[src/rtl/core/euca_pkg.sv]
// ----------------------------------------------------------------------------
// euca_pkg
// Shared types and constants for the epidemic cell automaton update core.
// ----------------------------------------------------------------------------
package euca_pkg;

  localparam int STATE_W = 2;
  localparam int AGE_W   = 11;
  localparam int RND_W   = 7;
  localparam int LIMIT_W = 10;
  localparam int NBR_N   = 8;
  localparam int CFG_IDX_W = 3;
  localparam int VOTE_W  = 5;   // nine cells, two votes at most each

  localparam logic signed [AGE_W-1:0] AGE_MAX = 11'sd1023;

  typedef enum logic [STATE_W-1:0] {
    ST_HEALTHY = 2'd0,
    ST_ILL     = 2'd1,
    ST_DEAD    = 2'd2,
    ST_EMPTY   = 2'd3
  } cell_state_t;

  typedef enum logic [CFG_IDX_W-1:0] {
    CFG_HEALTHY_LIFE = 3'd0,
    CFG_ILLNESS      = 3'd1,
    CFG_DECAY        = 3'd2,
    CFG_EMPTY        = 3'd3,
    CFG_REGROW       = 3'd4
  } cfg_index_t;

  localparam logic [LIMIT_W-1:0] RST_HEALTHY_LIFE = 10'd50;
  localparam logic [LIMIT_W-1:0] RST_ILLNESS      = 10'd20;
  localparam logic [LIMIT_W-1:0] RST_DECAY        = 10'd80;
  localparam logic [LIMIT_W-1:0] RST_EMPTY        = 10'd200;
  localparam logic [LIMIT_W-1:0] RST_REGROW       = 10'd120;

  typedef struct packed {
    logic [LIMIT_W-1:0] healthy_life;
    logic [LIMIT_W-1:0] illness;
    logic [LIMIT_W-1:0] decay;
    logic [LIMIT_W-1:0] empty;
    logic [LIMIT_W-1:0] regrow;
  } limits_t;

  // Neighbour order follows the presence bits: NW, N, NE, W, E, SW, S, SE
  typedef struct packed {
    cell_state_t              centre;
    cell_state_t [NBR_N-1:0]  nbr;
    logic [NBR_N-1:0]         present;
  } window_t;

endpackage

[src/rtl/core/euca_cfg_regs.sv]
// ----------------------------------------------------------------------------
// euca_cfg_regs
// Age limit registers, written through the configuration channel.
// ----------------------------------------------------------------------------
module euca_cfg_regs (
  input  logic                                clk,
  input  logic                                rst,
  input  logic                                wr_en,
  input  logic [euca_pkg::CFG_IDX_W-1:0]      wr_index,
  input  logic [euca_pkg::LIMIT_W-1:0]        wr_data,
  output euca_pkg::limits_t                   limits
);
  import euca_pkg::*;

  always_ff @(posedge clk) begin
    if (rst) begin
      limits.healthy_life <= RST_HEALTHY_LIFE;
      limits.illness      <= RST_ILLNESS;
      limits.decay        <= RST_DECAY;
      limits.empty        <= RST_EMPTY;
      limits.regrow       <= RST_REGROW;
    end else if (wr_en) begin
      unique case (cfg_index_t'(wr_index))
        CFG_HEALTHY_LIFE: limits.healthy_life <= wr_data;
        CFG_ILLNESS:      limits.illness      <= wr_data;
        CFG_DECAY:        limits.decay        <= wr_data;
        CFG_EMPTY:        limits.empty        <= wr_data;
        CFG_REGROW:       limits.regrow       <= wr_data;
        default: ;  // unknown index: write dropped
      endcase
    end
  end

endmodule

[src/rtl/core/euca_vote.sv]
// ----------------------------------------------------------------------------
// euca_vote
// Weighted vote over the 3x3 window; returns the dominant state.
// ----------------------------------------------------------------------------
module euca_vote (
  input  euca_pkg::window_t      win,
  output euca_pkg::cell_state_t  dominant
);
  import euca_pkg::*;

  logic [VOTE_W-1:0] votes [4];

  function automatic logic [VOTE_W-1:0] weight(input cell_state_t s);
    weight = (s == ST_ILL) ? VOTE_W'(2) : VOTE_W'(1);
  endfunction

  always_comb begin
    for (int s = 0; s < 4; s++) begin
      votes[s] = '0;
    end
    votes[win.centre] = votes[win.centre] + weight(win.centre);
    for (int k = 0; k < NBR_N; k++) begin
      if (win.present[k]) begin
        votes[win.nbr[k]] = votes[win.nbr[k]] + weight(win.nbr[k]);
      end
    end
  end

  // strict compares so a tie stays with the lower code
  always_comb begin
    dominant = ST_HEALTHY;
    if (votes[1] > votes[dominant]) dominant = ST_ILL;
    if (votes[2] > votes[dominant]) dominant = ST_DEAD;
    if (votes[3] > votes[dominant]) dominant = ST_EMPTY;
  end

endmodule

[src/rtl/core/euca_rule.sv]
// ----------------------------------------------------------------------------
// euca_rule
// Infection, ageing and age-limit transitions for one cell.
// ----------------------------------------------------------------------------
module euca_rule (
  input  euca_pkg::cell_state_t                 state_in,
  input  logic signed [euca_pkg::AGE_W-1:0]     age_in,
  input  logic signed [euca_pkg::RND_W-1:0]     rnd,
  input  euca_pkg::cell_state_t                 dominant,
  input  euca_pkg::limits_t                     limits,
  output euca_pkg::cell_state_t                 state_out,
  output logic signed [euca_pkg::AGE_W-1:0]     age_out
);
  import euca_pkg::*;

  cell_state_t              st;
  logic signed [AGE_W-1:0]  age;
  logic signed [AGE_W-1:0]  age_inc;
  logic signed [AGE_W-1:0]  rnd_ext;

  function automatic logic over(input logic signed [AGE_W-1:0] a,
                                input logic [LIMIT_W-1:0] lim);
    over = a > $signed({1'b0, lim});
  endfunction

  assign rnd_ext = AGE_W'(rnd);

  always_comb begin
    st  = state_in;
    age = age_in;
    if (state_in == ST_HEALTHY && dominant == ST_ILL) begin
      st  = ST_ILL;
      age = '0;
    end
    age_inc = (age != AGE_MAX) ? age + AGE_W'(1) : age;

    state_out = st;
    age_out   = age_inc;
    case (st)
      ST_HEALTHY: if (over(age_inc, limits.healthy_life)) begin
        state_out = ST_ILL;
        age_out   = rnd_ext;
      end
      ST_ILL: if (over(age_inc, limits.illness)) begin
        state_out = ST_DEAD;
        age_out   = rnd_ext;
      end
      ST_DEAD: if (over(age_inc, limits.decay)) begin
        state_out = ST_EMPTY;
        age_out   = rnd_ext;
      end
      default: if (over(age_inc, limits.empty) ||
                   (over(age_inc, limits.regrow) && dominant == ST_HEALTHY)) begin
        state_out = ST_HEALTHY;
        age_out   = rnd_ext;
      end
    endcase
  end

endmodule

[src/rtl/core/epidemic_cell_automaton_update_core.sv]
// ----------------------------------------------------------------------------
// epidemic_cell_automaton_update_core
// Next-generation update of one cell from its 3x3 window.
// Each input transaction passes through the input reg, then the result reg.
// Throughput: one window per cycle; ready drops only when both stages are
// full and the result is not taken.
// Reset clears both valid stages and loads the default age limits.
// ----------------------------------------------------------------------------
module epidemic_cell_automaton_update_core (
  input  logic                                  clk,
  input  logic                                  rst,
  input  logic                                  in_valid,
  output logic                                  in_ready,
  input  logic [euca_pkg::STATE_W-1:0]          centre_state,
  input  logic signed [euca_pkg::AGE_W-1:0]     centre_age,
  input  logic signed [euca_pkg::RND_W-1:0]     random_age,
  input  logic [euca_pkg::STATE_W-1:0]          north_west_state,
  input  logic [euca_pkg::STATE_W-1:0]          north_state,
  input  logic [euca_pkg::STATE_W-1:0]          north_east_state,
  input  logic [euca_pkg::STATE_W-1:0]          west_state,
  input  logic [euca_pkg::STATE_W-1:0]          east_state,
  input  logic [euca_pkg::STATE_W-1:0]          south_west_state,
  input  logic [euca_pkg::STATE_W-1:0]          south_state,
  input  logic [euca_pkg::STATE_W-1:0]          south_east_state,
  input  logic [euca_pkg::NBR_N-1:0]            neighbour_present,
  output logic                                  out_valid,
  input  logic                                  out_ready,
  output logic [euca_pkg::STATE_W-1:0]          next_state,
  output logic signed [euca_pkg::AGE_W-1:0]     next_age,
  input  logic                                  cfg_valid,
  output logic                                  cfg_ready,
  input  logic [euca_pkg::CFG_IDX_W-1:0]        cfg_index,
  input  logic [euca_pkg::LIMIT_W-1:0]          cfg_data
);
  import euca_pkg::*;

  limits_t                  limits;

  // input register stage
  logic                     s1_valid;
  window_t                  s1_win;
  logic signed [AGE_W-1:0]  s1_age;
  logic signed [RND_W-1:0]  s1_rnd;

  logic                     s1_ready;
  logic                     s2_ready;
  window_t                  win_in;
  cell_state_t              dominant;
  cell_state_t              state_calc;
  logic signed [AGE_W-1:0]  age_calc;

  assign cfg_ready = 1'b1;

  euca_cfg_regs u_cfg (
    .clk      (clk),
    .rst      (rst),
    .wr_en    (cfg_valid),
    .wr_index (cfg_index),
    .wr_data  (cfg_data),
    .limits   (limits)
  );

  assign s2_ready = !out_valid || out_ready;
  assign s1_ready = !s1_valid || s2_ready;
  assign in_ready = s1_ready;

  always_comb begin
    win_in.centre  = cell_state_t'(centre_state);
    win_in.nbr[0]  = cell_state_t'(north_west_state);
    win_in.nbr[1]  = cell_state_t'(north_state);
    win_in.nbr[2]  = cell_state_t'(north_east_state);
    win_in.nbr[3]  = cell_state_t'(west_state);
    win_in.nbr[4]  = cell_state_t'(east_state);
    win_in.nbr[5]  = cell_state_t'(south_west_state);
    win_in.nbr[6]  = cell_state_t'(south_state);
    win_in.nbr[7]  = cell_state_t'(south_east_state);
    win_in.present = neighbour_present;
  end

  always_ff @(posedge clk) begin
    if (rst) begin
      s1_valid <= 1'b0;
    end else if (s1_ready) begin
      s1_valid <= in_valid;
    end
  end

  always_ff @(posedge clk) begin
    if (in_valid && s1_ready) begin
      s1_win <= win_in;
      s1_age <= centre_age;
      s1_rnd <= random_age;
    end
  end

  euca_vote u_vote (
    .win      (s1_win),
    .dominant (dominant)
  );

  euca_rule u_rule (
    .state_in  (s1_win.centre),
    .age_in    (s1_age),
    .rnd       (s1_rnd),
    .dominant  (dominant),
    .limits    (limits),
    .state_out (state_calc),
    .age_out   (age_calc)
  );

  // result register: holds while the downstream side stalls
  always_ff @(posedge clk) begin
    if (rst) begin
      out_valid <= 1'b0;
    end else if (s2_ready) begin
      out_valid <= s1_valid;
    end
  end

  always_ff @(posedge clk) begin
    if (s1_valid && s2_ready) begin
      next_state <= state_calc;
      next_age   <= age_calc;
    end
  end

endmodule

[config.mk]
export PLATFORM = sky130hd
export DESIGN_NAME = epidemic_cell_automaton_update_core
export DESIGN_NICKNAME = d
export VERILOG_FILES = /design/src/rtl/core/euca_pkg.sv /design/src/rtl/core/euca_cfg_regs.sv /design/src/rtl/core/euca_vote.sv /design/src/rtl/core/euca_rule.sv /design/src/rtl/core/epidemic_cell_automaton_update_core.sv
export SDC_FILE = /design/constraint.sdc
export NUM_CORES = 1
export LEC_CHECK = 0
export ABC_AREA = 1
export ABC_CLOCK_PERIOD_IN_PS = 24500
export BUFFER_PORTS_ARGS = -buffer_cell sky130_fd_sc_hd__buf_2
export CAP_MARGIN = 20
export CORE_MARGIN = 3
export CORE_UTILIZATION = 50
export DETAILED_ROUTE_END_ITERATION = 7
export HOLD_SLACK_MARGIN = 0.1
export MAX_ROUTING_LAYER = met4
export PLACE_DENSITY = 0.73
export SYNTH_ARGS = -nofsm -noshare
export SYNTH_HDL_FRONTEND = slang
export SYNTH_SLANG_ARGS = --single-unit
[constraint.sdc]
create_clock -name clk -period 24.5 [get_ports clk]
set_input_delay 2.45 -clock clk [delete_from_list [all_inputs] [get_ports clk]]
set_output_delay 2.45 -clock clk [all_outputs]
set_load 0.01 [all_outputs]
# Word-level counts from Yosys, hierarchy flattened
# Cells that the tools add are included.
dict set report word_totals {
  ff_bits 109
  inputBits 62
  out_inout_bits 16
}
dict set report classes {
  order_cmp 28
  addsub 10
  mux 92
  n_bitwise 12
  eq_ne 17
  reduce_logical 27
}
# operator count
set ops {}
lappend ops {{$bwmux 20} 8}
lappend ops {{$mux 20} 8}
lappend ops {{$mux 5} 31}
lappend ops {{$bmux 5 s2} 11}
lappend ops {{$demux 5 s2} 9}
lappend ops {{$mux 11} 6}
lappend ops {{$gt 11x11->1} 5}
lappend ops {{$add 5x5->5} 9}
lappend ops {{$ge 3x3->1 const B} 11}
lappend ops {{$pmux 11 s3} 1}
lappend ops {{$mux 2} 16}
lappend ops {{$not 2->3} 10}
lappend ops {{$lt 3x1->1 const B} 9}
lappend ops {{$eq 2x1->1 const B} 11}
lappend ops {{$and 20x20->20} 1}
lappend ops {{$gt 5x5->1} 3}
lappend ops {{$logic_and 1x1->1} 13}
lappend ops {{$add 11x2->11 const B} 1}
lappend ops {{$ne 11x11->1 const B} 1}
lappend ops {{$reduce_and 2->1} 5}
lappend ops {{$eq 3x2->1 const B} 2}
lappend ops {{$logic_not 2->1} 3}
lappend ops {{$pmux 2 s3} 1}
lappend ops {{$eq 3x1->1 const B} 1}
lappend ops {{other kinds (7)} 10}

# Longest topological paths before layout
# Gate-level depths: netlist (run 1).
dict set report logic_depth {
  depth_word 78
  depth_mapped 107
}

# Modules after synthesis
# From an unflattened synthesis (run 1), not the netlist that was laid out.
dict set report hier_totals {
  hier_cells 1739
  area_unflattened_um2 11033.1
}
# mod area_each_um2 cells_each n_inst seq_area_each_um2
set by_module_without_submodules {}
lappend by_module_without_submodules {euca_vote 4539.4 865 1 0.0}
lappend by_module_without_submodules {euca_rule 2717.6 521 1 0.0}
lappend by_module_without_submodules {euca_cfg_regs 1961.9 282 1 1001.0}
lappend by_module_without_submodules {epidemic_cell_automaton_update_core 1814.2 71 1 1751.7}

# Least setup slack after synthesis (run 1)
# OpenSTA, ideal clock, no wires.
dict set report synth_timing {
  path_kind {register -> register}
  from {register s1_win[24] in the netlist's numbering}
  to {register next_age[0] in the netlist's numbering, data pin}
  slack_ns 8.234
  required_time_ns 24.220
  setup_ns 0.280
  arrival_time_ns 15.986
  stages_incl_launch_ff 90
  path_cell_list {edfxtp_1 nand2_1 inv_1 o22ai_1 nor2_1 ha_1 fa_1 nand3_1 a221oi_1 and2_1 inv_1 fa_1 o21ai_0 nor2_1 nor3_1 fa_1 inv_1 o21ai_0 [... 54 more ...] nand3_1 nor3_1 inv_1 o21ai_0 inv_1 ha_1 nand2_1 o21ai_0 and2_1 o21ai_0 a21boi_0 o21ai_0 a21boi_0 o22ai_1 nor2_1 inv_1 a221oi_1 o211ai_1}
}
dict set report synth_via {
  elab_chain_len 78
  word_cells_on_any_way 99
  classes_between {10 x add/sub; 10 x order compare; 5 x eq/ne; 63 x mux; 4 x bitwise; 7 x reduce/logical}
}
# item line
set synth_rtl {}
lappend synth_rtl {{start, declared} epidemic_cell_automaton_update_core.sv:41} ;# window_t s1_win;
lappend synth_rtl {{start signal, assigned} epidemic_cell_automaton_update_core.sv:90} ;# s1_win <= win_in;
lappend synth_rtl {{$not 2->3 (implied by the code)} euca_vote.sv:21} ;# votes[win.centre] = votes[win.centre] + weight(win.centre);
lappend synth_rtl {{$bmux 5 s2 (tied with other cells)} euca_vote.sv:21}
lappend synth_rtl {{$mux 5 (implied by the code) / $logic_and 1x1->1 (equally long branches)} euca_vote.sv:21}
lappend synth_rtl {{$mux 5 (implied by the code)} euca_vote.sv:21}
lappend synth_rtl {{$add 5x5->5 / $demux 5 s2 (equally long branches)} euca_vote.sv:21}
lappend synth_rtl {{$and 20x20->20 (no source line)} --}
lappend synth_rtl {{$bmux 5 s2} euca_vote.sv:24} ;# votes[win.nbr[k]] = votes[win.nbr[k]] + weight(win.nbr[k]);
lappend synth_rtl {{$mux 5 (implied by the code) (2 in series)} euca_vote.sv:24}
lappend synth_rtl {{[... 62 more ...]} --}
lappend synth_rtl {{$add 11x2->11 / $ne 11x11->1 (equally long branches)} euca_rule.sv:35} ;# age_inc = (age != AGE_MAX) ? age + AGE_W'(1) : age;
lappend synth_rtl {{$mux 11} euca_rule.sv:35}
lappend synth_rtl {{$gt 11x11->1} euca_rule.sv:23} ;# over = a > $signed({1'b0, lim});
lappend synth_rtl {{$logic_and 1x1->1} euca_rule.sv:53} ;# (over(age_inc, limits.regrow) && dominant == ST_HEALTHY)) begin
lappend synth_rtl {{$logic_or 1x1->1} euca_rule.sv:52} ;# default: if (over(age_inc, limits.empty) ||
lappend synth_rtl {{$mux 11} euca_rule.sv:52}
lappend synth_rtl {{$pmux 11 s3 (*)} euca_rule.sv:39} ;# case (st)
lappend synth_rtl {{named net age_calc[0]} epidemic_cell_automaton_update_core.sv:50} ;# logic signed [AGE_W-1:0] age_calc;
lappend synth_rtl {{end signal, assigned} epidemic_cell_automaton_update_core.sv:123} ;# next_age <= age_calc;
lappend synth_rtl {{end, declared} epidemic_cell_automaton_update_core.sv:29} ;# output logic signed [euca_pkg::AGE_W-1:0] next_age,
# Mark *: on every way through the listed nets, which the timed path passes. The rest lies on a longest branch. The select of a mux whose other input is x is not followed.
# A chain may end at the register's enable or synchronous reset.

# Final worst setup path (run 1)
dict set report layout_timing {
  from {register s1_win[24] in the netlist's numbering}
  to {register next_age[4] in the netlist's numbering, data pin}
}
# Same word-level chain as after synthesis.

==> results of run 1 <==
[placed cells by master (no fill, tap or decap), types with 4 or more instances in the layout]
cell type	n
a221oi_1	8
nor3_1	13
nand3_2	5
o221ai_1	4
fa_1	8
inv_2	5
nor2_2	10
o211ai_1	27
xor2_1	6
dfxtp_1	52
nand2_1	343
clkbuf_16	10
a31oi_1	4
a211oi_1	5
nand3_1	151
ha_1	83
inv_1	221
and2_1	5
nand2_2	20
nor2_1	120
mux2i_1	11
or2_2	5
a21oi_1	87
o21ai_0	116
o22ai_1	10
o21bai_2	4
edfxtp_1	57
buf_2	76
nand4_1	12
[logic make-up (layout without fill, tap and decap cells)]
group | after synthesis | after routing | synth area share
multiplexers | 11 | 11 | 0.0112
other | 1 | 1 | 0.000381
AO/OA/AOI/OAI | 295 | 295 | 0.178
flip-flops | 109 | 109 | 0.280
AND/OR/NAND/NOR | 693 | 693 | 0.306
buffers and inverters | 242 | 321 | 0.0930
XOR/XNOR | 10 | 10 | 0.00966
adder cells (fa/ha/maj) | 91 | 91 | 0.122
[power by group]
part           internal, mW  switching (mW)  total, mW
registers             0.205         0.00535      0.210
clock network        0.0783          0.0789      0.157
logic                 0.105           0.194      0.299
[registers in the layout (all words and copies together) (netlist names)]
name and count:
s1_age 11, next_age 11, next_state 2, u_cfg.limits 50
s1_win 26, s1_valid 1, s1_rnd 7, out_valid 1
[per-stage QoR]
stage                     std cells  total power [mW]   util  worst slack (ns)
final                          1791             0.666  0.570              5.82
after detailed placement       1774             0.506  0.552              5.99
after CTS                      1790             0.662  0.568              5.91
after global placement         1774             0.499  0.552              6.72
after floorplan                1452             0.429      -              8.23
after global routing           1791             0.713  0.570              3.87
[per-layer routing]
layer / part of all wire / up-vias / track usage
li1: - / 5029 / -
met1: 0.45 / 4593 / 0.382
met4: 0.028 / 0 / 0.0828
met5: 0 / - / -
met3: 0.081 / 63 / 0.0407
met2: 0.44 / 398 / 0.423
[Yosys cell counts, drive strengths merged (2+ instances only)]
master     n  area [um^2]
nand2    365         1440
clkbuf    13         48.8
a22o       2         17.5
o41ai      2         17.5
dfxtp     52         1040
a21o       3         22.5
nor2     133          547
o22ai     10         62.6
nor3      13         65.1
o21bai     8         86.3
nand3    156          806
xor2       6         52.6
xnor2      4         42.6
nand4     12         75.1
o2111ai    2         17.5
a211oi     5         37.5
o21ai    120          612
nand3b     2         15.0
a21boi     3         22.5
inv      226          848
ha        83         1040
mux2i     11          110
o211ai    27          203
and2       5         31.3
o32ai      2         17.5
buf        2         15.0
or2        6         37.5
o221ai     4         35.0
fa         8          160
edfxtp    57         1710
a31oi      4         25.0
o311ai     2         17.5
a221oi     8         70.1
a21oi     87          435
[layout make-up]
type	instances	area, um^2	area share
Multi-Input combinational cell	1101	6180	0.570
Sequential cell	109	2750	0.254
Inverter	227	852	0.0787
Timing Repair Buffer	78	415	0.0384
Tap cell	260	325	0.0300
Clock buffer	10	250	0.0231
Clock inverter	6	57.6	0.00531
[critical path, delay by kind of cell (launching register included)]
kind                       cells  cell delay, ns
and+or+nand+nor               32            4.73
muxes                          2            0.21
buffers and inverters         11            1.44
adders and majority gates     14            5.63
AOI/OAI and AO/OA             30            5.92
DFF                            1            0.44
[final timing paths]
path                            slack (ns)               end
worst max-delay path                  5.82       next_age[4]
worst min register to register        0.46  u_cfg.limits[48]
worst min-delay path                  0.46  u_cfg.limits[48]
worst max register to register        5.82       next_age[4]
==> key figures, run 1 <==
Run status
  • Status: finished clean

Job
  • MaxCap Viol Count: 0

Place
  • Routability cong.: 0.972
  • Hpwl dp: 23.6 mm
  • IO buf count: 76
  • Dpl cell area: 10500 um^2

Die
  • # rows: 50
  • Die Area: 21400 um^2
  • Die Ht: 146 um
  • Ports: 78
  • Die outline width: 146 um
  • Initial core utilization: 0.518
  • Placeable Area: 19000 um^2

Pwr
  • VDD IR max: 33.7 uV
  • PwrDens: 61.5 nW/um^2
  • Pleak: 5.25 nW

Worst setup path
  • Crit path largest cell delay: 0.69 ns
  • R2R cell count: 89
  • Worst r2r src: s1_win[24]
  • Cell repeated most along the worst path: inv_1
  • Maximum fanout along the worst path: 11
  • CP Data Arrival Time: 18.76 ns
  • Crit. End Element: flop
  • CP startpoint: s1_win[24]
  • CP required: 24.58 ns
  • Startpoint Class: flop
  • Crit path kind: flop to flop
  • Max stage delay cell, worst path: a221oi_1

Drt
  • Post-route ant nets: 0
  • WL final: 29.4 mm
  • DR iter-0 viols: 1170
  • Residual DRC: 0
  • Drt wl/cell: 16.4 um
  • Drt pass-1 iters: 6
  • Via count: 10100
  • Via-to-Cell Ratio: 5.63

Timing
  • Final setup violation count: 0
  • Pins over their slew limit: 0
  • Period utilisation layout: 0.762
  • Worst-Margin Slew: 1.07 ns
  • Fmax: 53.5 MHz
  • Hold_ws: 0.459 ns
  • Minimum clock period: 18.68 ns
  • Relative slew slack: 0.284
  • Clock skew: 0.0152 ns
  • RSZ-0062 raised after global routing: no
  • Fin. Hold Viols: 0
  • Setup_tns: 0 ns

CTS
  • CTS Sinks: 109
  • CTS Root Cell: clkbuf_16
  • Worst-path clk slew: 0.08 ns
  • Hold_buf cts: 0
  • Cts repair resizes: 0
  • H-tree depth: 3
  • Clk_lat worst skew: 0.37 ns
  • CTS tree: built
  • Post-CTS Setup Bufs: 0
  • CTS Buf Count: 9
  • Max Root-Sink Buffers: 2

Logic synthesis
  • Post-Syn Nets: 1605
  • Async set or reset register ratio after synthesis: 0
  • Post-synth EDFFs: 57
  • Cell variety after synth: 55
  • #FFs+latches synth: 109
  • Post-Syn Area: 9850 um^2
  • Synth Instances: 1452
  • Seq/Total Area, Yosys: 0.280
  • Synth Warn #: 0
  • Top FF cell, synth: edfxtp_1
  • Syn Area/Cell: 6.78 um^2

Global route
  • Largest net degree at the start of global routing: 48
  • Vias in the first global route: 9368
  • All-Layer GR Usage: 0.277
  • Gr ovfl total: 0
  • Initial antenna violation count: 0
  • First-pass GRT wire length: 46.9 mm

Hold path
  • Worst Hold Path Cells: 2
  • Hold/Removal Path Class: flop to flop
  • HP Start: u_cfg.limits[48]

Final layout
  • Fin nets: 1679
  • Diodes inserted: 0
  • Fillers: 1904
  • Final instance area: 10800 um^2
  • Share of post-route cells with drive strength above 1: 0.101
  • Area growth syn-to-layout: 10.0%
Note: power is estimated with default switching activity, not from simulation.
==> inputs of run 2 (changes only) <==
- ABC_CLOCK_PERIOD_IN_PS: 24500 -> 17700
- clock period: 24.5 -> 17.7 ns (I/O delays scaled with it)
==> run 2 against run 1 <==
Hold slack better by 0.00095 ns. Non-clock buffer count grew 36. Clock skew fell by 0.0027 ns. Sequential share of layout area decreased by 1.4 points. Sequential power is 39% higher. First-iteration DRC count down 20%. Die area stayed put. Register-to-register slack worse by 5.1 ns. Combinational power is 63% higher. Fmax rose by 10%. Largest power group unchanged. Critical endpoint is now next_age[1].
==> key figures, run 2 (synthesis results as in run 1) <==
CTS
  • H-tree depth: 3 (unchanged)
  • CTS Root Cell: clkbuf_16 (unchanged)
  • CTS Buf Count: 9 (unchanged)
  • Max Root-Sink Buffers: 2 (unchanged)
  • Clk_lat worst skew: 0.37 ns (about the same)
  • Worst-path clk slew: 0.09 ns (was 0.08 ns)
  • CTS Sinks: 109 (unchanged)
  • CTS tree: built (unchanged)

Global route
  • Vias in the first global route: 9506 (was 9368)
  • All-Layer GR Usage: 0.282 (was 0.277)
  • Initial antenna violation count: 0 (unchanged)
  • Gr ovfl total: 0 (unchanged)
  • Largest net degree at the start of global routing: 45 (was 48)
  • First-pass GRT wire length: 48.2 mm (was 46.9 mm)

Timing
  • Pins over their slew limit: 0 (unchanged)
  • Period utilisation layout: 0.958 (was 0.762)
  • Setup_tns: 0 ns (unchanged)
  • Fmax: 59.0 MHz (was 53.5 MHz)
  • Minimum clock period: 16.96 ns (was 18.68 ns)
  • Hold_ws: 0.460 ns (was 0.459 ns)
  • Clock skew: 0.0125 ns (was 0.0152 ns)
  • Final setup violation count: 0 (unchanged)
  • Relative slew slack: 0.248 (was 0.284)
  • Worst-Margin Slew: 1.12 ns (was 1.07 ns)
  • Fin. Hold Viols: 0 (unchanged)

Pwr
  • VDD IR max: 56.7 uV (was 33.7 uV)
  • PwrDens: 86.7 nW/um^2 (was 61.5 nW/um^2)
  • Pleak: 5.47 nW (was 5.25 nW)

Die
  • Die Area: 21400 um^2 (unchanged)
  • Initial core utilization: 0.518 (unchanged)
  • Die Ht: 146 um (unchanged)
  • Ports: 78 (unchanged)
  • Placeable Area: 19000 um^2 (unchanged)
  • Die outline width: 146 um (unchanged)
  • # rows: 50 (unchanged)

Worst setup path
  • CP required: 17.81 ns (was 24.58 ns)
  • Maximum fanout along the worst path: 10 (was 11)
  • Worst r2r src: s1_win[25] (was s1_win[24])
  • Cell repeated most along the worst path: nand2_1 (was inv_1)
  • Reg2reg end: next_age[1] (was next_age[4])
  • Startpoint Class: flop (unchanged)
  • CP Data Arrival Time: 17.07 ns (was 18.76 ns)
  • Crit-path leading delay family: adder cells (was compound AO/OA/AOI/OAI gates)
  • Buffers & Inverters on Critical Path: 13 (was 11)
  • Crit path kind: flop to flop (unchanged)
  • R2R cell count: 89 (unchanged)
  • Max stage delay cell, worst path: fa_2 (was a221oi_1)
  • Crit path largest cell delay: 0.63 ns (was 0.69 ns)
  • Reg-to-reg slack, setup: 0.74 ns (was 5.82 ns)
  • Crit. End Element: flop (unchanged)

Final layout
  • Fin nets: 1716 (was 1679)
  • Max reg flops: 50 (unchanged)
  • Largest registers: u_cfg.limits (50), s1_win (26) (unchanged)
  • Diodes inserted: 0 (unchanged)
  • Area growth syn-to-layout: 16.3% (was 10.0%)
  • Commonest non-fill, non-tap cell in the layout: nand2_1 (unchanged)
  • Most flops, register: u_cfg.limits (unchanged)
  • Post-Layout Cell Count: 1828 (was 1791)
  • Share of post-route cells with drive strength above 1: 0.162 (was 0.101)
  • Most frequent cells in the layout: 338 x nand2_1, 216 x inv_1, 148 x nand3_1 (was 343 x nand2_1, 221 x inv_1, 151 x nand3_1)

Hold path
  • WHS Endpoint: u_cfg.limits[1] (was u_cfg.limits[48])
  • Hold/Removal Path Class: flop to flop (unchanged)
  • Worst Hold Path Cells: 2 (unchanged)
  • HP Start: u_cfg.limits[1] (was u_cfg.limits[48])

Place
  • Hpwl dp: 23.9 mm (was 23.6 mm)
  • Routability cong.: 1.04 (was 0.972)
  • Placed instance count: 1784 (was 1774)
  • IO buf count: 76 (unchanged)

Drt
  • Drt wl/cell: 16.9 um (was 16.4 um)
  • WL final: 30.8 mm (was 29.4 mm)
  • Drt pass-1 iters: 7 (was 6)
  • DR iter-0 viols: 941 (was 1170)
  • Post-route ant nets: 0 (unchanged)
  • Via count: 10400 (was 10100)
  • Residual DRC: 0 (unchanged)
  • Via-to-Cell Ratio: 5.67 (was 5.63)

Job
  • MaxCap Viol Count: 0 (unchanged)

Run status
  • Status: finished clean (unchanged)
[run 2: what timing repair did]
item                       CTS  global route
pin swaps                    0            30
setup endpoints to repair   13            13
gates resized for setup      6            92
buffers inserted             0            27
hold buffers                 0             0
gates cloned                 0             1
[run 2: worst max path at each step]
stage,start,endpoint,depth (start not counted)
2_1_floorplan,s1_win[24],next_age[0],89
3_3_place_gp,s1_win[9],next_age[1],89
3_5_place_dp,s1_win[9],next_age[1],89
4_1_cts,s1_win[8],next_age[1],90
5_1_grt,s1_win[25],next_age[1],92
6_report,s1_win[25],next_age[1],89
[run 2: area by class of cell]
| class | instances | area [um^2] |
|---|---|---|
| fillers | 1791 | 7570 |
| multi-input cells | 1101 | 6520 |
| flip-flops and latches | 109 | 2750 |
| inverters | 227 | 855 |
| repair buffers | 114 | 689 |
| well taps | 260 | 325 |
| clock buffers | 9 | 225 |
| clock inverters | 7 | 77.6 |
| repair inverters | 1 | 5.00 |
[run 2: metrics by stage]
step | cell area, um^2 | utilization | power, mW | worst slack, ns
after global placement | 10600 | 0.555 | 0.702 | 0.187
after detailed placement | 10600 | 0.557 | 0.708 | -0.403
final | 11500 | 0.602 | 0.993 | 0.741
after CTS | 10900 | 0.574 | 0.921 | 0.0709
after global routing | 11500 | 0.602 | 1.06 | -0.220
after floorplan | 9850 | - | 0.594 | 1.43
[run 2: tightest hold or removal path, cell delays in order (launching register included)]
cell	delay, ns
dfxtp_1	0.30
inv_1	0.06
a21oi_1	0.06
[run 2: routing by layer]
| metal | vias to the layer above | global-route usage | part of all wire |
|---|---|---|---|
| met5 | - | - | 0 |
| met1 | 4758 | 0.366 | 0.43 |
| li1 | 5127 | - | - |
| met4 | 0 | 0.0847 | 0.032 |
| met2 | 400 | 0.471 | 0.48 |
| met3 | 75 | 0.0270 | 0.061 |
[run 2: power by group]
group | total (mW) | internal [mW] | switching [mW]
Clock | 0.214 | 0.101 | 0.114
Sequential | 0.291 | 0.283 | 0.00776
Combinational | 0.488 | 0.182 | 0.305
